`config.mk`:
```
export PLATFORM = sky130hd
export DESIGN_NAME = mlrq_ctrl
export DESIGN_NICKNAME = d
export VERILOG_FILES = /design/src/rtl/mlrq_pkg.sv /design/src/rtl/mlrq_ctrl.sv
export SDC_FILE = /design/constraint.sdc
export NUM_CORES = 1
export LEC_CHECK = 0
export BUFFER_PORTS_ARGS = -buffer_cell sky130_fd_sc_hd__clkbuf_2
export CAP_MARGIN = 10
export CORE_UTILIZATION = 44
export DETAILED_ROUTE_END_ITERATION = 10
export GPL_TIMING_DRIVEN = 0
export PLACE_DENSITY = 0.8
export RECOVER_POWER = 100
export SKIP_LAST_GASP = 1
export SYNTH_ARGS = -nofsm -noshare
export SYNTH_HDL_FRONTEND = slang
export SYNTH_SLANG_ARGS = --single-unit
```
`constraint.sdc`:
```
create_clock -name clk -period 2.1 [get_ports clk]
set_input_delay 0.105 -clock clk [delete_from_list [all_inputs] [get_ports clk]]
set_output_delay 0.105 -clock clk [all_outputs]
set_load 0.02 [all_outputs]
```
`src/rtl/mlrq_pkg.sv`:
```
// Shared types, codes and a helper function of the multilevel ready queue.
package mlrq_pkg;

  localparam int LEVEL_COUNT = 3;
  localparam logic [1:0] LEVEL_LAST = 2'd2;

  typedef enum logic [2:0] {
    STAT_INSERTED  = 3'd0,
    STAT_EXTRACTED = 3'd1,
    STAT_NONE      = 3'd2,
    STAT_FULL      = 3'd3,
    STAT_ZERO_PID  = 3'd4
  } status_t;

  localparam logic FUNC_INSERT  = 1'b0;
  localparam logic FUNC_EXTRACT = 1'b1;

  localparam logic CFG_LEVEL0_LIMIT = 1'b0;
  localparam logic CFG_LEVEL1_LIMIT = 1'b1;

  localparam logic [7:0] LEVEL0_LIMIT_RST = 8'd100;
  localparam logic [7:0] LEVEL1_LIMIT_RST = 8'd130;

  localparam logic [2:0] AFF_ANY = 3'b111;

  typedef struct packed {
    logic        vld;
    logic [15:0] pid;
    logic [7:0]  prio;
    logic [2:0]  aff;
  } entry_t;

  localparam int ENTRY_W = $bits(entry_t);

  // Any-CPU tasks match every request; other negative affinities match none.
  function automatic logic may_run(logic [2:0] aff, logic [1:0] cpu);
    return (aff == AFF_ANY) || (!aff[2] && (aff[1:0] == cpu));
  endfunction

endpackage

```
`src/rtl/mlrq_ctrl.sv`:
```
// Sequencer that clears, scans and updates the slot memory for insert and extract.
module mlrq_ctrl
  import mlrq_pkg::*;
#(
  parameter int SLOTS_PER_LEVEL = 64,
  parameter int CPU_COUNT = 4,
  localparam int TOTAL = LEVEL_COUNT * SLOTS_PER_LEVEL,
  localparam int AW = (TOTAL > 1) ? $clog2(TOTAL) : 1
) (
  input  logic          clk,
  input  logic          rst_n,
  input  logic          start,
  output logic          busy,
  input  logic          in_func,
  input  logic [15:0]   in_task_pid,
  input  logic [7:0]    in_task_priority,
  input  logic [2:0]    in_task_affinity,
  input  logic [1:0]    in_cpu_id,
  input  logic [7:0]    level0_limit,
  input  logic [7:0]    level1_limit,
  output logic          out_valid,
  output logic [2:0]    out_status,
  output logic          ram_we,
  output logic [AW-1:0] ram_waddr,
  output entry_t        ram_wdata,
  output logic          ram_re,
  output logic [AW-1:0] ram_raddr,
  input  entry_t        ram_rdata
);

  localparam int IW = (SLOTS_PER_LEVEL > 1) ? $clog2(SLOTS_PER_LEVEL) : 1;

  typedef enum logic [1:0] {S_CLEAR, S_IDLE, S_INS, S_EXT} state_t;

  state_t        state_r, state_nxt;
  logic [AW-1:0] raddr_r, raddr_nxt;
  logic [AW-1:0] end_r, end_nxt;
  logic [IW-1:0] iidx_r, iidx_nxt;
  logic          iss_r, iss_nxt;
  logic          rd_pend_r, rd_pend_nxt;
  logic [AW-1:0] rd_addr_r, rd_addr_nxt;
  logic          rd_last_r, rd_last_nxt;
  logic [1:0]    lvl_r, lvl_nxt;
  logic [15:0]   pid_r, pid_nxt;
  logic [7:0]    prio_r, prio_nxt;
  logic [2:0]    aff_r, aff_nxt;
  logic [1:0]    cpu_r, cpu_nxt;
  logic          best_found_r, best_found_nxt;
  logic [7:0]    best_prio_r, best_prio_nxt;
  logic [AW-1:0] best_addr_r, best_addr_nxt;
  logic          out_valid_r, out_valid_nxt;
  status_t       out_status_r, out_status_nxt;

  logic          accept;
  logic          issue;
  logic          hit;
  logic          last_of_level;
  logic [AW-1:0] ins_base;

  assign busy       = (state_r != S_IDLE);
  assign accept     = start && !busy;
  assign issue      = iss_r && ((state_r == S_INS) || (state_r == S_EXT));
  assign ram_re     = issue;
  assign ram_raddr  = raddr_r;
  assign out_valid  = out_valid_r;
  assign out_status = out_status_r;

  assign last_of_level = (iidx_r == IW'(SLOTS_PER_LEVEL - 1));

  assign hit = rd_pend_r && ram_rdata.vld && may_run(ram_rdata.aff, cpu_r) &&
               (!best_found_r || (ram_rdata.prio < best_prio_r));

  always_comb begin
    if (in_task_priority < level0_limit) begin
      ins_base = '0;
    end else if (in_task_priority < level1_limit) begin
      ins_base = AW'(SLOTS_PER_LEVEL);
    end else begin
      ins_base = AW'(2 * SLOTS_PER_LEVEL);
    end
  end

  always_comb begin
    state_nxt      = state_r;
    raddr_nxt      = raddr_r;
    end_nxt        = end_r;
    iidx_nxt       = iidx_r;
    iss_nxt        = iss_r;
    rd_pend_nxt    = issue;
    rd_addr_nxt    = raddr_r;
    rd_last_nxt    = last_of_level;
    lvl_nxt        = lvl_r;
    pid_nxt        = pid_r;
    prio_nxt       = prio_r;
    aff_nxt        = aff_r;
    cpu_nxt        = cpu_r;
    best_found_nxt = best_found_r;
    best_prio_nxt  = best_prio_r;
    best_addr_nxt  = best_addr_r;
    out_valid_nxt  = 1'b0;
    out_status_nxt = out_status_r;
    ram_we         = 1'b0;
    ram_waddr      = rd_addr_r;
    ram_wdata      = '0;

    // Reads go out one slot per cycle; data comes back in the following cycle.
    if (issue) begin
      raddr_nxt = raddr_r + AW'(1);
      iidx_nxt  = last_of_level ? '0 : iidx_r + IW'(1);
      if (raddr_r == end_r) begin
        iss_nxt = 1'b0;
      end
    end

    case (state_r)
      S_CLEAR: begin
        ram_we    = 1'b1;
        ram_waddr = raddr_r;
        raddr_nxt = raddr_r + AW'(1);
        if (raddr_r == AW'(TOTAL - 1)) begin
          raddr_nxt = '0;
          state_nxt = S_IDLE;
        end
      end
      S_IDLE: begin
        if (accept) begin
          pid_nxt        = in_task_pid;
          prio_nxt       = in_task_priority;
          aff_nxt        = in_task_affinity;
          cpu_nxt        = in_cpu_id;
          iidx_nxt       = '0;
          lvl_nxt        = '0;
          best_found_nxt = 1'b0;
          if (in_func == FUNC_INSERT) begin
            if (in_task_pid == '0) begin
              out_valid_nxt  = 1'b1;
              out_status_nxt = STAT_ZERO_PID;
            end else begin
              raddr_nxt = ins_base;
              end_nxt   = ins_base + AW'(SLOTS_PER_LEVEL - 1);
              iss_nxt   = 1'b1;
              state_nxt = S_INS;
            end
          end else if ({1'b0, in_cpu_id} >= 3'(CPU_COUNT)) begin
            out_valid_nxt  = 1'b1;
            out_status_nxt = STAT_NONE;
          end else begin
            raddr_nxt = '0;
            end_nxt   = AW'(TOTAL - 1);
            iss_nxt   = 1'b1;
            state_nxt = S_EXT;
          end
        end
      end
      S_INS: begin
        if (rd_pend_r) begin
          if (!ram_rdata.vld) begin
            ram_we         = 1'b1;
            ram_waddr      = rd_addr_r;
            ram_wdata      = '{vld: 1'b1, pid: pid_r, prio: prio_r, aff: aff_r};
            out_valid_nxt  = 1'b1;
            out_status_nxt = STAT_INSERTED;
            iss_nxt        = 1'b0;
            state_nxt      = S_IDLE;
          end else if (rd_last_r) begin
            out_valid_nxt  = 1'b1;
            out_status_nxt = STAT_FULL;
            iss_nxt        = 1'b0;
            state_nxt      = S_IDLE;
          end
        end
      end
      S_EXT: begin
        if (hit) begin
          best_found_nxt = 1'b1;
          best_prio_nxt  = ram_rdata.prio;
          best_addr_nxt  = rd_addr_r;
        end
        if (rd_pend_r && rd_last_r) begin
          if (hit || best_found_r) begin
            // Free the winning slot; its payload is dead once valid drops.
            ram_we         = 1'b1;
            ram_waddr      = hit ? rd_addr_r : best_addr_r;
            out_valid_nxt  = 1'b1;
            out_status_nxt = STAT_EXTRACTED;
            iss_nxt        = 1'b0;
            state_nxt      = S_IDLE;
          end else if (lvl_r == LEVEL_LAST) begin
            out_valid_nxt  = 1'b1;
            out_status_nxt = STAT_NONE;
            iss_nxt        = 1'b0;
            state_nxt      = S_IDLE;
          end else begin
            lvl_nxt        = lvl_r + 2'd1;
            best_found_nxt = 1'b0;
          end
        end
      end
      default: begin
        state_nxt = S_IDLE;
      end
    endcase
  end

  always_ff @(posedge clk) begin
    if (!rst_n) begin
      state_r      <= S_CLEAR;
      raddr_r      <= '0;
      iss_r        <= 1'b0;
      rd_pend_r    <= 1'b0;
      best_found_r <= 1'b0;
      lvl_r        <= '0;
      iidx_r       <= '0;
      out_valid_r  <= 1'b0;
      out_status_r <= STAT_NONE;
    end else begin
      state_r      <= state_nxt;
      raddr_r      <= raddr_nxt;
      iss_r        <= iss_nxt;
      rd_pend_r    <= rd_pend_nxt;
      best_found_r <= best_found_nxt;
      lvl_r        <= lvl_nxt;
      iidx_r       <= iidx_nxt;
      out_valid_r  <= out_valid_nxt;
      out_status_r <= out_status_nxt;
    end
    end_r       <= end_nxt;
    rd_addr_r   <= rd_addr_nxt;
    rd_last_r   <= rd_last_nxt;
    pid_r       <= pid_nxt;
    prio_r      <= prio_nxt;
    aff_r       <= aff_nxt;
    cpu_r       <= cpu_nxt;
    best_prio_r <= best_prio_nxt;
    best_addr_r <= best_addr_nxt;
  end

  // The scan never reads the entry that is being written in the same cycle.
  a_no_rw_collision: assert property (@(posedge clk) disable iff (!rst_n)
    (ram_we && ram_re) |-> (ram_waddr != ram_raddr))
    else $error("slot read and write collide");

  // A result always returns the block to idle.
  a_result_idle: assert property (@(posedge clk) disable iff (!rst_n)
    out_valid_r |-> !busy)
    else $error("result shown while busy");

  // An insert only ever writes an occupied entry.
  a_insert_sets_valid: assert property (@(posedge clk) disable iff (!rst_n)
    (state_r == S_INS && ram_we) |-> ram_wdata.vld)
    else $error("insert wrote an empty entry");

  // Freeing a slot during an extract is always reported as an extract.
  a_extract_reports: assert property (@(posedge clk) disable iff (!rst_n)
    (state_r == S_EXT && ram_we) |=> (out_valid_r && out_status_r == STAT_EXTRACTED))
    else $error("freed slot without extract status");

endmodule

```
==> results by group <==
Outcome
  – Outcome: complete, but fails checks
  – Failing checks: negative setup slack

Worst setup path
  – Type of element launching the critical path: register
  – Critical path cell sequence: inv_1, ha_1, a21o_1, a211oi_2, buf_4, o211ai_4, buf_6, a32oi_1, o21ai_1, clkbuf_2
  – Setup crit end kind: output port
  – Kind of critical path: reg -> out
  – Launching point of the worst reg2reg path: best_prio_r[1]$_DFFE_PP_
  – Highest net fanout along the worst path: 8
  – Critical-path top delay cell: sky130_fd_sc_hd__edfxtp_1
  – Critical R2R Capture: best_prio_r[4]$_DFFE_PP_
  – Worst-case register-to-register setup slack: -0.13 ns
  – Crit path largest cell delay: 0.38 ns
  – Critical path data required time: 2.00 ns
  – R2R cell count: 10
  – Arr. time, crit path: 2.24 ns

Synthesis
  – Mapped Cells: 408
  – Synth Register Bits: 81
  – Per-instance average area after synthesis: 10.26 um2
  – Area fraction of the dominant cell type after synthesis: 33.72%
  – Sequential-to-total area share from yosys stat: 49.99%
  – Cell area after technology mapping: 0.004185 mm2
  – Ys flop type: sky130_fd_sc_hd__edfxtp_1
  – Number of enable-type register cells in the synthesized netlist: 47
  – Post-synthesis cell type count: 64
  – Warning count from the yosys run: 0
  – Nets in the synthesized netlist: 513
  – Asr flop ratio synth: 0%
  – Top post-synthesis cells by area: sky130_fd_sc_hd__edfxtp_1, sky130_fd_sc_hd__dfxtp_1, sky130_fd_sc_hd__ha_1, sky130_fd_sc_hd__nand2_1, sky130_fd_sc_hd__and2_1
  – Cell accounting for the most synthesized area: sky130_fd_sc_hd__edfxtp_1

STA
  – Final count of negative-setup-slack endpoints: 34
  – Highest achievable clock rate: 0.4258 GHz
  – Hold violation count in the final report: 0
  – Final WS setup: -0.2484 ns
  – Pin slew with the least headroom to its limit: 0.5863 ns
  – Relative slew margins: 60.65%
  – Final-report max-slew violation count: 0
  – Min cycle time layout: 2.348 ns
  – Setup repair after global routing missed its margin: true
  – Final TNS setup: -3.603 ns
  – Worst setup skew after layout: 0.01018 ns
  – Share of the clock period used by the worst path: 111.8%

Power
  – Pwr Density: 592.4 mW/mm2
  – Gate power share: 8.4%
  – Sw power: 0.7619 mW
  – Design internal power: 2.636 mW
  – Portion of total power attributed to sequential cells: 49.8%
  – Fraction of power consumed by the clock network: 41.7%
  – Worst supply voltage drop on vdd: 0.0004118 V
  – Static leakage: 2.363 nW
  – Fraction of power spent switching nets: 22.42%

Hold path
  – Worst min-delay path class: in -> reg
  – Start point of the worst min-delay path: in_func
  – Instance count along the most critical hold path: 2
  – Hold Crit Endpoint: end_r[6]$_SDFFCE_PP0P_

Global route
  – Remaining global-route overflow: 0
  – Via count of the first global-routing pass: 3573
  – First-pass GRT wire length: 16370 um
  – Initial antenna violation count: 0
  – Maximum number of pins on one net before global-route repair: 30
  – Overall routing resource usage: 21.15%

Job
  – Max-capacitance violation count: 0

Floorplanning
  – Total I/O pin count: 128
  – Die width: 99.53 um
  – Effective utilization at floorplan: 45.29%
  – Die height: 99.53 um
  – Total number of placement rows: 35
  – Core Region: 0.009240 mm2
  – Floorplan die area: 0.009906 mm2

Clock network
  – Clock Sinks: 81
  – Worst-case clock buffer depth: 2
  – TritonCTS clock tree: done
  – Cell at the root of the clock tree: sky130_fd_sc_hd__clkbuf_8
  – Clk pin slew, worst setup/hold paths: 0.09 ns
  – Clock buffer count from CTS: 9
  – Clock latency on the worst-skew pair: 0.37 ns
  – Number of levels the H-tree was split into: 3

Place
  – Detailed Place HPWL: 7153 um
  – Port Buffers: 111
  – Placed cell areas: 0.004905 mm2
  – Setup WS pre-CTS: -0.4085 ns
  – RD Place Congestion: 0.8566

Layout
  – Final core utilization: 62.09%
  – Non-Filler Cell Area, Final: 0.005737 mm2
  – Layout net count: 682
  – Layout Area Growth over Synthesis: 37.07%
  – Count of inserted antenna diode cells: 0
  – Share of final-layout standard cells stronger than drive strength 1: 24.23%
  – Number of fillers in the final layout: 748

Drt
  – Final routed wire length divided by cell count: 14.96 um
  – Detailed-router iteration count before antenna repair: 4
  – First-iteration detailed-routing DRC count: 169
  – Vias per inst: 5.229
  – Total wire length: 10640 um
  – DRC violation count after routing: 0
  – Antenna violation net count after detailed routing: 0
  – Vias after detailed routing: 3718
## layout make-up
class / instances / area (um2) / share of cell area (%)
flip-flops and latches: 81 / 2095 / 36.51
multi-input cells: 280 / 2034 / 35.46
repair buffers: 159 / 1003 / 17.49
well taps: 129 / 161.4 / 2.814
inverters: 35 / 135.1 / 2.356
clock inverters: 7 / 125.1 / 2.181
clock buffers: 9 / 123.9 / 2.159
plain buffers: 10 / 51.30 / 0.8942
repair inverters: 1 / 7.507 / 0.1309
## metal layers
metal	track usage, %	part of all wire [%]
met5	0	0
met4	10.97	3.3
met3	3.795	4.8
met2	38.25	52
met1	23.77	40
## cells in the final DEF (no fill, tap or decap), types with 7 or more instances in the layout
cell,instances
sky130_fd_sc_hd__clkbuf_2,63
sky130_fd_sc_hd__nand2_1,52
sky130_fd_sc_hd__clkbuf_1,47
sky130_fd_sc_hd__edfxtp_1,47
sky130_fd_sc_hd__dlygate4sd3_1,37
sky130_fd_sc_hd__inv_1,32
sky130_fd_sc_hd__dfxtp_1,32
sky130_fd_sc_hd__and2_1,30
sky130_fd_sc_hd__ha_1,23
sky130_fd_sc_hd__o21ai_0,21
sky130_fd_sc_hd__a21oi_1,20
sky130_fd_sc_hd__nor2_1,18
sky130_fd_sc_hd__clkbuf_8,12
sky130_fd_sc_hd__buf_4,10
sky130_fd_sc_hd__a32oi_1,8
sky130_fd_sc_hd__a21o_1,7
## worst max-delay path by stage
| stage | startpoint | end |
|---|---|---|
| global placement | state_r[1]$_SDFFE_PN0P_ | ram_waddr[6] |
| detailed placement | state_r[1]$_SDFFE_PN0P_ | ram_waddr[6] |
| global route | best_prio_r[1]$_DFFE_PP_ | ram_waddr[5] |
| floorplan | state_r[1]$_SDFFE_PN0P_ | iidx_r[5]$_SDFF_PN0_ |
| finish | best_prio_r[1]$_DFFE_PP_ | ram_waddr[5] |
| CTS | best_prio_r[1]$_DFFE_PP_ | ram_waddr[5] |
## per-stage QoR
stage / hold WS, ns / instances / power, mW
5_1_grt: 0.08513 / 711 / 3.509
2_1_floorplan: 0.2039 / 408 / 1.836
4_1_cts: -0.06825 / 707 / 3.404
3_3_place_gp: 0.2837 / 648 / 1.936
6_report: 0.06924 / 711 / 3.398
3_5_place_dp: 0.2837 / 648 / 1.946
## cells in the mapped netlist, drive strengths merged, types with 3 or more instances
cell type	count
ha	28
edfxtp	47
inv	35
nand3	8
buf	5
xor2	6
nor2	21
nand2	53
nor4	5
a32oi	8
mux2i	5
dfxtp	34
a311oi	5
clkbuf	7
a21oi	21
nor3	4
and2	32
a21o	7
and3	6
nand4	3
nand2b	3
o21ai	32
## flip-flops by register name (all words and copies together) (netlist names)
name and flops:
rd_addr_r 8, pid_r 16, best_addr_r 8, lvl_r 2
best_prio_r 8, iss_r 1, prio_r 8, rd_pend_r 1
rd_last_r 1, state_r 2, best_found_r 1, out_status 3
cpu_r 2, end_r 2, iidx_r 6, out_valid 1
ram_raddr 8, aff_r 3
## power by group through the flow
stage	registers, mW	logic (mW)	clock network (mW)
final	1.69	0.287	1.42
after global routing	1.69	0.319	1.50
after CTS	1.69	0.281	1.43
after detailed placement	1.73	0.216	0
after global placement	1.73	0.207	0
after floorplan	1.73	0.105	0
## worst max-delay path, delay by kind of cell, from the launching register on
kind            cells  cell delay [ns]
fa+ha+maj           1             0.21
buf+inv             4             0.53
flops               1             0.38
compound gates      5             0.75
## logic make-up after synthesis
group           after synthesis  share of synthesized area (%)
mux                           6                          1.465
fa+ha+maj                    28                          8.371
xor+xnor                      7                          1.465
simple gates                144                          18.30
compound gates               95                          15.88
flops                        81                          49.98
buf+inv                      47                          4.544
## timing repair
item	CTS	global route
buffers inserted	8	3
pin swaps	10	3
endpoints found under the hold margin	37	1
hold buffers	36	1
endpoints found under the setup margin	44	76
gates cloned	0	1
gates resized for setup	31	28
No activity file was read; power rests on OpenSTA's default activity.
