===== src/rtl/mlrq_ram.sv =====
// Generic single-write, single-read synchronous RAM with registered read data.
module mlrq_ram #(
  parameter int WIDTH = 8,
  parameter int DEPTH = 16,
  localparam int AW = (DEPTH > 1) ? $clog2(DEPTH) : 1
) (
  input  logic             clk,
  input  logic             we,
  input  logic [AW-1:0]    waddr,
  input  logic [WIDTH-1:0] wdata,
  input  logic             re,
  input  logic [AW-1:0]    raddr,
  output logic [WIDTH-1:0] rdata
);

  logic [WIDTH-1:0] mem [DEPTH];

  always_ff @(posedge clk) begin
    if (we) begin
      mem[waddr] <= wdata;
    end
    if (re) begin
      rdata <= mem[raddr];
    end
  end

endmodule


===== config.mk =====
export PLATFORM = sky130hd
export DESIGN_NAME = mlrq_ram
export DESIGN_NICKNAME = d
export VERILOG_FILES = /design/src/rtl/mlrq_ram.sv
export SDC_FILE = /design/constraint.sdc
export NUM_CORES = 1
export LEC_CHECK = 0
export ABC_AREA = 1
export BUFFER_PORTS_ARGS = -buffer_cell sky130_fd_sc_hd__buf_2
export CAP_MARGIN = 15
export CORE_ASPECT_RATIO = 1.25
export CORE_MARGIN = 2
export CORE_UTILIZATION = 45
export CTS_BUF_LIST = sky130_fd_sc_hd__clkbuf_4 sky130_fd_sc_hd__clkbuf_8
export CTS_CLUSTER_SIZE = 40
export DETAILED_ROUTE_END_ITERATION = 16
export GPL_TIMING_DRIVEN = 1
export PLACE_DENSITY = 0.58
export SYNTH_ARGS = -nofsm -noshare
export SYNTH_HDL_FRONTEND = slang
export SYNTH_SLANG_ARGS = --single-unit
export TNS_END_PERCENT = 20

===== constraint.sdc =====
create_clock -name clk -period 3.33 [get_ports clk]
set_input_delay 0.333 -clock clk [delete_from_list [all_inputs] [get_ports clk]]
set_output_delay 0.333 -clock clk [all_outputs]
set_load 0.02 [all_outputs]

==> impl_results.md, run 1 <==
* Status: finished, final reports clean
* Commonest cells post-synth: nand2_1, edfxtp_1, inv_1
* Global-route wire length before repair at 20.89 mm
* Syn Nets at 570
* Number of global-route vias before repair at 3697
* Initial antenna violation count at 0
* Clock power share at 41.4%
* Comb pwr share at 6.3%
* Worst-skew pair later-pin latency at 0.44 ns
* Sw Share at 22.00%
* Placed Cells at 726
* DIE HEIGHT at 131.4 µm
* DR iter-0 viols at 307
* Layout cells sized above 1 at 11.02%
* Clock buffer depth at 2
* Remaining DRCs at 0
* Clock H-tree levels at 4
* HPWL after detailed placement at 8.258 mm
* IO Port Bufs at 26
* Clk sinks at 136
* Initial Util at 46.18%
* Fill cells at 1173
* Synth cell types at 11
* Arrival time at the worst endpoint at 1.65 ns
* Post-CTS Setup Bufs at 0
* Final Setup Violations at 0
* # hold bufs at CTS at 0
* Power Density at 569.5 nW/µm²
* Pint at 2.892 mW
* CP Max Fanout at 33
* Synth area leaders: edfxtp_1, nand2_1, nand3_1
* P_sw at 0.8154 mW
* Fin crit period at 1.457 ns
* Cts bufs inserted at 17
* Unrepaired setup endpoints after global routing: false
* Via Count at 3837
* CTS tree: yes
* Final non-filler cell total at 758
* Mapped Cells at 551
* Clock Root Buffer: clkbuf_8
* Total iterations of the first detailed-routing run at 5
* Post-DP Area at 6058 µm²
* Area Growth Syn to Fin at 11.34%
* Part of the power in registers at 52.2%
* Lkg Pwr at 2.780 nW
* Detailed Route WL at 13.38 mm
* Clock-pin transition on the worst setup and hold timing paths at 0.08 ns
* # nets final at 596
* WP data required at 3.53 ns
* Post-route ant nets at 0
* Fin area at 6510 µm²
* Critical Path Sink Type: flop
* Wire per inst at 17.65 µm
* Peak VDD IR at 0.0002984 V
* GRT Resource Usage Total at 20.30%
* Min-Delay Path Class: input pin to flop
* Post-Syn Area per Cell at 10.61 µm²
* CP Launch Type: input pin
* Synth top area share at 69.85%
* GR Overflow Total at 0
* Number of max-cap violations at 0
* Post-synth ARST share at 0%
* Seq cells post-synth at 136
* Row cnt at 46
* Period utilization at 43.76%
* Seq/Total Area, Yosys at 69.85%
* Largest net degree at the start of global routing at 65
* Die span in x at 106.0 µm
* Synthesized area at 5847 µm²
* Endpoints failing hold at 0
* Fin. max-slew vios at 0
* GPL Wtd Cong at 0.8139
* Worst Skew at 0.01099 ns
* Core area at 12660 µm²
* Main synth FF type: edfxtp_1
* DIE AREA at 13930 µm²
* Setup TNS at 0 ns
* Vias per cell at 5.062
* CTS resizes at 0
* N_diodes at 0
* Max_slew headroom at 36.57%
* Yosys top cell by area: edfxtp_1
* Top-count cell post-synth: nand2_1
* Synth Warn # at 0
* Number of synthesized flops with an enable pin at 136
* F_max at 686.2 MHz
* Top Ports at 27
* Critical path class: input pin to flop
* Worst slew pin tran at 0.9479 ns
-- placed cells by master (no fill, tap or decap) --
cell	synthesis	layout
buf_4	4	5
nand2_1	173	173
nand3b_1	2	2
bufinv_16	0	5
clkbuf_4	0	2
clkbuf_8	0	17
inv_1	100	100
buf_2	13	26
clkinv_4	0	2
clkinv_2	0	4
edfxtp_1	136	136
inv_2	2	2
clkinvlp_4	0	2
nor2_1	17	17
nand3_1	97	97
-- registers in the layout (all words and copies together) (netlist names) --
register	cells
mem	128
rdata	8
-- power by group through the flow --
| stage | clock network (mW) | logic, mW | registers, mW |
|---|---|---|---|
| 2_1_floorplan | 0 | 0.135 | 1.98 |
| 3_3_place_gp | 0 | 0.233 | 1.97 |
| 3_5_place_dp | 0 | 0.236 | 1.98 |
| 4_1_cts | 1.56 | 0.236 | 1.94 |
| 5_1_grt | 1.63 | 0.261 | 1.94 |
| 6_report | 1.54 | 0.234 | 1.94 |
-- worst max-delay path, stage by stage --
cell     delay (ns)
buf_2          0.07
buf_4          0.34
inv_2          0.36
nand3_1        0.18
nand3_1        0.13
nand3_1        0.15
nand2_1        0.07
-- through the flow --
step,util [%],power [mW],hold WS (ns),setup WS [ns]
6_report,51.41,3.707,0.2543,1.873
5_1_grt,51.41,3.827,0.2424,1.731
3_5_place_dp,47.85,2.211,0.7073,1.407
2_1_floorplan,-,2.119,0.4319,2.046
3_3_place_gp,47.85,2.207,0.7102,1.398
4_1_cts,51.41,3.729,0.2411,1.894
-- path summary, 6_finish.rpt --
check	slack, ns	start	endpoint	cells past startpoint
worst max register to register	2.15	mem[7][5]$_DFFE_PP_	rdata[5]$_DFFE_PP_	6
worst min register to register	0.76	mem[10][0]$_DFFE_PP_	rdata[0]$_DFFE_PP_	6
worst max-delay path	1.87	raddr[1]	rdata[3]$_DFFE_PP_	7
worst min-delay path	0.25	re	rdata[1]$_DFFE_PP_	1
-- kinds of logic (layout without fill, tap and decap cells) --
| logic type | count (synthesis) | after routing | share of synthesized area (%) |
|---|---|---|---|
| buffers and inverters | 126 | 165 | 9.394 |
| DFF | 136 | 136 | 69.85 |
| and+or+nand+nor | 289 | 289 | 20.76 |
-- final cells by class --
| class | instances | area (µm²) | area share [%] |
|---|---|---|---|
| sequential | 136 | 4084 | 62.73 |
| multi-input combinational | 289 | 1214 | 18.64 |
| inverter | 102 | 382.9 | 5.881 |
| clock buffer | 19 | 249.0 | 3.825 |
| tap | 168 | 210.2 | 3.229 |
| clock inverter | 13 | 202.7 | 3.114 |
| timing repair buffer | 31 | 167.7 | 2.575 |
-- routing by layer --
metal  global-route usage (%)  share of wire, %  up-vias
li1                         -                 -     1831
met1                    28.05                44     1865
met2                    32.40                48      125
met3                    4.415               6.0       16
met4                    5.994               1.3        0
met5                        0                 0        -
Power figures use the tool's default switching activity.
==> inputs of run 2 (changes only) <==
--- a/config.mk
+++ b/config.mk
@@ -5,7 +5,7 @@
 export SDC_FILE = /design/constraint.sdc
 export NUM_CORES = 1
 export LEC_CHECK = 0
-export ABC_AREA = 1
+export ABC_AREA = 0
 export BUFFER_PORTS_ARGS = -buffer_cell sky130_fd_sc_hd__buf_2
 export CAP_MARGIN = 15
 export CORE_ASPECT_RATIO = 1.25
@@ -15,7 +15,7 @@
 export CTS_CLUSTER_SIZE = 40
 export DETAILED_ROUTE_END_ITERATION = 16
 export GPL_TIMING_DRIVEN = 1
-export PLACE_DENSITY = 0.58
+export PLACE_DENSITY = 0.59
 export SYNTH_ARGS = -nofsm -noshare
 export SYNTH_HDL_FRONTEND = slang
 export SYNTH_SLANG_ARGS = --single-unit
==> constraint.sdc (replaced) <==
create_clock -name clk -period 1.4 [get_ports clk]
set_input_delay 0.14 -clock clk [delete_from_list [all_inputs] [get_ports clk]]
set_output_delay 0.14 -clock clk [all_outputs]
set_load 0.02 [all_outputs]
==> impl_results.md, run 2 <==
* Largest regs: mem x128, rdata x8
* Worst Skew at 0.01138 ns (+0.0003910 ns)
* Detailed Route WL at 9.908 mm (-26%)
* Lkg Pwr at 2.010 nW (-28%)
* F_max at 716.1 MHz
* CP Launch Type: flop
* Synth cell types at 18 (+7)
* Largest net degree at the start of global routing at 17 (-74%)
* DIE AREA at 12500 µm² (-10%)
* Post-route ant nets at 0 (unchanged)
* Number of max-cap violations at 0 (unchanged)
* Clock buffer depth at 2 (unchanged)
* Cts bufs inserted at 17 (unchanged)
* Area Growth Syn to Fin at 15.77%
* Fill cells at 912 (-22%)
* # nets final at 314 (-47%)
* GRT Resource Usage Total at 17.64% (-2.7 points)
* Number of global-route vias before repair at 2628 (-29%)
* Post-Syn Area per Cell at 22.83 µm² (+120%)
* Storage cell area at 4084 µm² (unchanged)
* Multi-input logic area at 1072 µm² (-12%)
* Final hold slack at 0.08952 ns (-0.1648 ns)
* CP Max Fanout at 1 (-97%)
* Commonest cells post-synth: edfxtp_1, mux4_2, a22oi_1
* Post-synth ARST share at 0% (unchanged)
* Yosys top cell by area: edfxtp_1
* Critical Path Sink Type: flop
* Pint at 6.211 mW (+110%)
* Setup TNS at 0 ns (unchanged)
* Global-route wire length before repair at 15.39 mm (-26%)
* Initial antenna violation count at 0 (unchanged)
* Min-Delay Path Class: input pin to flop
* Wire per inst at 22.37 µm (+27%)
* Remaining DRCs at 0 (unchanged)
* Synthesized area at 5228 µm² (-11%)
* Commonest non-fill, non-tap cell in the layout: edfxtp_1
* Top-count cell post-synth: edfxtp_1
* Seq cells post-synth at 136 (unchanged)
* Period utilization at 99.74%
* Seq/Total Area, Yosys at 78.12% (+8.3 points)
* CTS tree: yes
* Clock power share at 34.4% (-7.0 points)
* Max reg flops at 128 (unchanged)
* DR iter-0 viols at 180 (-41%)
* Post-CTS Setup Bufs at 0 (unchanged)
* Fin crit period at 1.396 ns
* Endpoints failing hold at 0 (unchanged)
* Mapped Cells at 229 (-58%)
* Clk sinks at 136 (unchanged)
* Syn Nets at 248 (-56%)
* Worst-skew pair later-pin latency at 0.43 ns (about the same)
* # hold bufs at CTS at 0 (unchanged)
* Clock-pin transition on the worst setup and hold timing paths at 0.07 ns (about the same)
* Layout cells sized above 1 at 40.66% (+30 points)
* GPL Wtd Cong at 0.7439 (-8.6%)
* Arrival time at the worst endpoint at 1.57 ns (-0.08 ns)
* WP data required at 1.57 ns (-1.96 ns)
* Synth top area share at 78.12% (+8.3 points)
* Most frequent cells in the layout: edfxtp_1, mux4_2, buf_4
* Total iterations of the first detailed-routing run at 4 (-1)
* Fin. max-slew vios at 0 (unchanged)
* Final Setup Violations at 0 (unchanged)
* Comb pwr share at 6.3% (about the same)
* DIE HEIGHT at 124.5 µm (-5.3%)
* Synth area leaders: edfxtp_1, mux4_2, mux4_1
* HPWL after detailed placement at 6.687 mm (-19%)
* Via Count at 2428 (-37%)
* Critical path class: flop to flop
* Main synth FF type: edfxtp_1
* GR Overflow Total at 0 (unchanged)
* Largest register by flop count: mem
* Unrepaired setup endpoints after global routing: true
* Clock H-tree levels at 4 (unchanged)
* Top Ports at 27 (unchanged)
* Power Density at 1285 nW/µm² (+130%)
* Vias per cell at 5.481 (+8.3%)
* Initial Util at 45.65% (-0.52 points)
* Worst slew pin tran at 0.9064 ns (-0.04159 ns)
* Peak VDD IR at 0.0006118 V (+110%)
* Sw Share at 20.16% (-1.8 points)
* P_sw at 1.568 mW (+92%)
* Row cnt at 44 (-4.3%)
* Number of synthesized flops with an enable pin at 136 (unchanged)
* Die span in x at 100.4 µm (-5.2%)
* Synth Warn # at 0 (unchanged)
* N_diodes at 0 (unchanged)
* Clock Root Buffer: clkbuf_8
* Core area at 11450 µm² (-9.6%)
* Part of the power in registers at 59.3% (+7.1 points)
* Max_slew headroom at 39.45% (+2.9 points)
* IO Port Bufs at 26 (unchanged)
* Status: finished, final reports clean
[run 2: per-stage QoR]
stage / instances / utilization [%] / cell area, µm² / power [mW] / worst slack (ns)
after floorplan: 229 / - / 5233 / 4.947 / -0.02241
after global placement: 414 / 49.95 / 5719 / 5.161 / -0.3141
after detailed placement: 414 / 49.95 / 5719 / 5.172 / -0.3089
after CTS: 443 / 52.88 / 6056 / 7.858 / -0.02175
after global routing: 443 / 52.85 / 6052 / 8.076 / -0.04241
final: 443 / 52.85 / 6052 / 7.779 / 0.003585
[run 2: cell type report]
| type | count | share of cell area [%] |
|---|---|---|
| Timing Repair Buffer | 57 | 6.616 |
| Multi-Input combinational cell | 83 | 17.72 |
| Sequential cell | 136 | 67.48 |
| Clock buffer | 21 | 4.362 |
| Clock inverter | 8 | 0.9717 |
| Tap cell | 138 | 2.853 |
[run 2: worst max-delay path: stages (launching register included)]
cell      delay (ns)
edfxtp_1        0.37
mux4_2          0.49
a22oi_2         0.20
nand2_1         0.08
[run 2: routing by layer]
layer	wire (µm)	part of all wire, %	track usage, %
met1	4194	42	21.81
met4	195	2.0	8.139
met5	0	0	0
met3	379	3.8	4.545
met2	5138	52	28.98
[run 2: worst paths after layout]
kind,start,endpoint,slack [ns],depth (start not counted)
hold / removal,re,rdata[0]$_DFFE_PP_,0.09,1
hold reg to reg,mem[14][5]$_DFFE_PP_,rdata[5]$_DFFE_PP_,0.76,3
setup / recovery,mem[10][3]$_DFFE_PP_,rdata[3]$_DFFE_PP_,0.004,3
setup reg to reg,mem[10][3]$_DFFE_PP_,rdata[3]$_DFFE_PP_,0.004,3
[run 2: cell families after synthesis]
group	count (synthesis)	synth area share [%]
mux	32	14.79
buf+inv	10	1.651
simple gates	35	3.136
compound gates	16	2.298
flops	136	78.12
[run 2: power by group through the flow]
stage          clock (mW)  sequential [mW]  combinational [mW]
6_report             2.68             4.61               0.491
5_1_grt              2.93             4.62               0.534
4_1_cts              2.75             4.61               0.495
3_5_place_dp            0             4.70               0.473
3_3_place_gp            0             4.70               0.466
2_1_floorplan           0             4.72               0.232
[run 2: timing repair]
action                                  4_1_cts  5_1_grt
cloned                                        0        0
endpoints found under the setup margin        7        8
pin swaps                                     5        6
gates resized for setup                      15        8
==> inputs of run 3 (changes only) <==
--- a/config.mk
+++ b/config.mk
@@ -5,7 +5,7 @@
 export SDC_FILE = /design/constraint.sdc
 export NUM_CORES = 1
 export LEC_CHECK = 0
-export ABC_AREA = 0
+export ABC_AREA = 1
 export BUFFER_PORTS_ARGS = -buffer_cell sky130_fd_sc_hd__buf_2
 export CAP_MARGIN = 15
 export CORE_ASPECT_RATIO = 1.25
@@ -15,7 +15,7 @@
 export CTS_CLUSTER_SIZE = 40
 export DETAILED_ROUTE_END_ITERATION = 16
 export GPL_TIMING_DRIVEN = 1
-export PLACE_DENSITY = 0.59
+export PLACE_DENSITY = 0.58
 export SYNTH_ARGS = -nofsm -noshare
 export SYNTH_HDL_FRONTEND = slang
 export SYNTH_SLANG_ARGS = --single-unit
==> impl_results.md, run 3 (same netlist as run 1, synthesis figures left out) <==
* Status: finished, final reports clean
* Final Setup Violations at 0 (unchanged)
* Number of global-route vias before repair at 3752 (+43%)
* Final non-filler cell total at 775 (+75%)
* Min-delay src: re
* Max_slew headroom at 57.56% (+18 points)
* Vias per cell at 4.826 (-12%)
* Largest regs: mem x128, rdata x8
* Period utilization at 84.64% (-15 points)
* Area Growth Syn to Fin at 12.60%
* R2R depth at 6 (+3)
* Wire per inst at 16.60 µm (-26%)
* Number of max-cap violations at 0 (unchanged)
* Hold Crit Depth at 1 (unchanged)
* Min-Delay Path Class: input pin to flop
* Worst Skew at 0.01078 ns (-0.0006053 ns)
* Worst-skew pair later-pin latency at 0.42 ns (about the same)
* Peak VDD IR at 0.0006878 V (+12%)
* Arrival time at the worst endpoint at 1.36 ns (-0.21 ns)
* Largest net degree at the start of global routing at 64 (+47)
* Critical Path Sink Type: flop
* FF-to-FF End: rdata[1]$_DFFE_PP_
* Post-CTS Setup Bufs at 0 (unchanged)
* Top Ports at 27 (unchanged)
* DIE AREA at 13930 µm² (+11%)
* Endpoints failing hold at 0 (unchanged)
* Post-route ant nets at 0 (unchanged)
* Detailed Route WL at 12.87 mm (+30%)
* Total iterations of the first detailed-routing run at 6 (+2)
* Die span in x at 106.0 µm (+5.5%)
* HPWL after detailed placement at 8.050 mm (+20%)
* Fin area at 6584 µm² (+8.8%)
* CTS resizes at 0 (-15)
* CP Launch Type: flop
* Fin crit period at 1.185 ns (-0.2115 ns)
* Largest register by flop count: mem
* Fin. max-slew vios at 0 (unchanged)
* CTS tree: yes
* Hold Crit Endpoint: rdata[3]$_DFFE_PP_
* Worst setup margin at 0.2151 ns (+0.2115 ns)
* DIE HEIGHT at 131.4 µm (+5.6%)
* Layout cells sized above 1 at 13.01% (-28 points)
* Unrepaired setup endpoints after global routing: false
* WP data required at 1.58 ns (about the same)
* # nets final at 614 (+96%)
* CP Max Fanout at 1 (unchanged)
* N_diodes at 0 (unchanged)
* GRT Resource Usage Total at 19.93% (+2.3 points)
* Post-DP Area at 6243 µm² (+9.2%)
* DR iter-0 viols at 248 (+38%)
* Cts bufs inserted at 17 (unchanged)
* Clock Root Buffer: clkbuf_8
* Row cnt at 46 (+4.5%)
* IO Port Bufs at 26 (unchanged)
* Util after Layout at 52.00% (-0.86 points)
* Setup slack, reg-to-reg at 0.22 ns (+0.21 ns)
* Power Density at 1215 nW/µm² (-5.5%)
* Most frequent cells in the layout: nand2_1, edfxtp_1, inv_1
* Placed Cells at 744 (+80%)
* F_max at 844.0 MHz (+18%)
* Critical path class: flop to flop
* Clock-pin transition on the worst setup and hold timing paths at 0.07 ns (about the same)
* Global-route wire length before repair at 20.73 mm (+35%)
* Power Total at 7.996 mW (+2.8%)
* Remaining DRCs at 0 (unchanged)
* FF-to-FF Start: mem[7][1]$_DFFE_PP_
* Commonest non-fill, non-tap cell in the layout: nand2_1
* Clk sinks at 136 (unchanged)
* GPL Wtd Cong at 0.7783 (+4.6%)
* Initial antenna violation count at 0 (unchanged)
* Worst slew pin tran at 0.6356 ns (-0.2707 ns)
* Clock buffer depth at 2 (unchanged)
* # hold bufs at CTS at 0 (unchanged)
* Initial Util at 46.18% (+0.52 points)
* Via Count at 3740 (+54%)
* Core area at 12660 µm² (+11%)
* Lkg Pwr at 2.839 nW (+41%)
* Max reg flops at 128 (unchanged)
* GR Overflow Total at 0 (unchanged)
* Pre-CTS setup slack at -0.04014 ns (+0.2688 ns)
* Clock H-tree levels at 4 (unchanged)
-- run 3: routing by layer --
| metal | up-vias | part of all wire, % | track usage [%] |
|---|---|---|---|
| met1 | 1786 | 47 | 28.20 |
| met4 | 0 | 0.72 | 5.702 |
| li1 | 1861 | - | - |
| met5 | - | 0 | 0 |
| met3 | 5 | 4.5 | 3.819 |
| met2 | 88 | 47 | 31.58 |
-- run 3: critical path, stage by stage, from the launching register on --
cell and delay [ns]:
edfxtp_1 0.36, inv_1 0.06, nand2_1 0.04, nand3_1 0.10, nand3_1 0.15, nand3_1 0.16, nand2_1 0.07
-- run 3: worst max path at each step --
stage / startpoint / to / depth (start not counted)
final: mem[7][1]$_DFFE_PP_ / rdata[1]$_DFFE_PP_ / 6
after global routing: mem[5][1]$_DFFE_PP_ / rdata[1]$_DFFE_PP_ / 6
after CTS: rdata[7]$_DFFE_PP_ / rdata[7] / 1
after detailed placement: raddr[1] / rdata[0]$_DFFE_PP_ / 6
after global placement: raddr[1] / rdata[3]$_DFFE_PP_ / 6
after floorplan: waddr[2] / mem[10][0]$_DFFE_PP_ / 2
-- run 3: report_power, final --
| part | internal [mW] | switching, mW |
|---|---|---|
| clock | 1.42 | 1.38 |
| sequential | 4.58 | 0.0228 |
| combinational | 0.174 | 0.414 |
| total | 6.17 | 1.82 |
-- run 3: area by class of cell --
class	instances	area, µm²
Clock buffer	20	256.5
Clock inverter	11	83.83
Fill cell	1182	6078
Inverter	102	382.9
Multi-Input combinational cell	289	1214
Sequential cell	136	4084
Tap cell	168	210.2
Timing Repair Buffer	49	352.8
-- run 3: metrics by stage --
stage	setup TNS [ns]	hold WS, ns
after floorplan	0	0.2389
after global placement	-0.002321	0.5180
final	0	0.08239
after detailed placement	-0.06046	0.5136
after CTS	0	0.05514
after global routing	0	0.06496
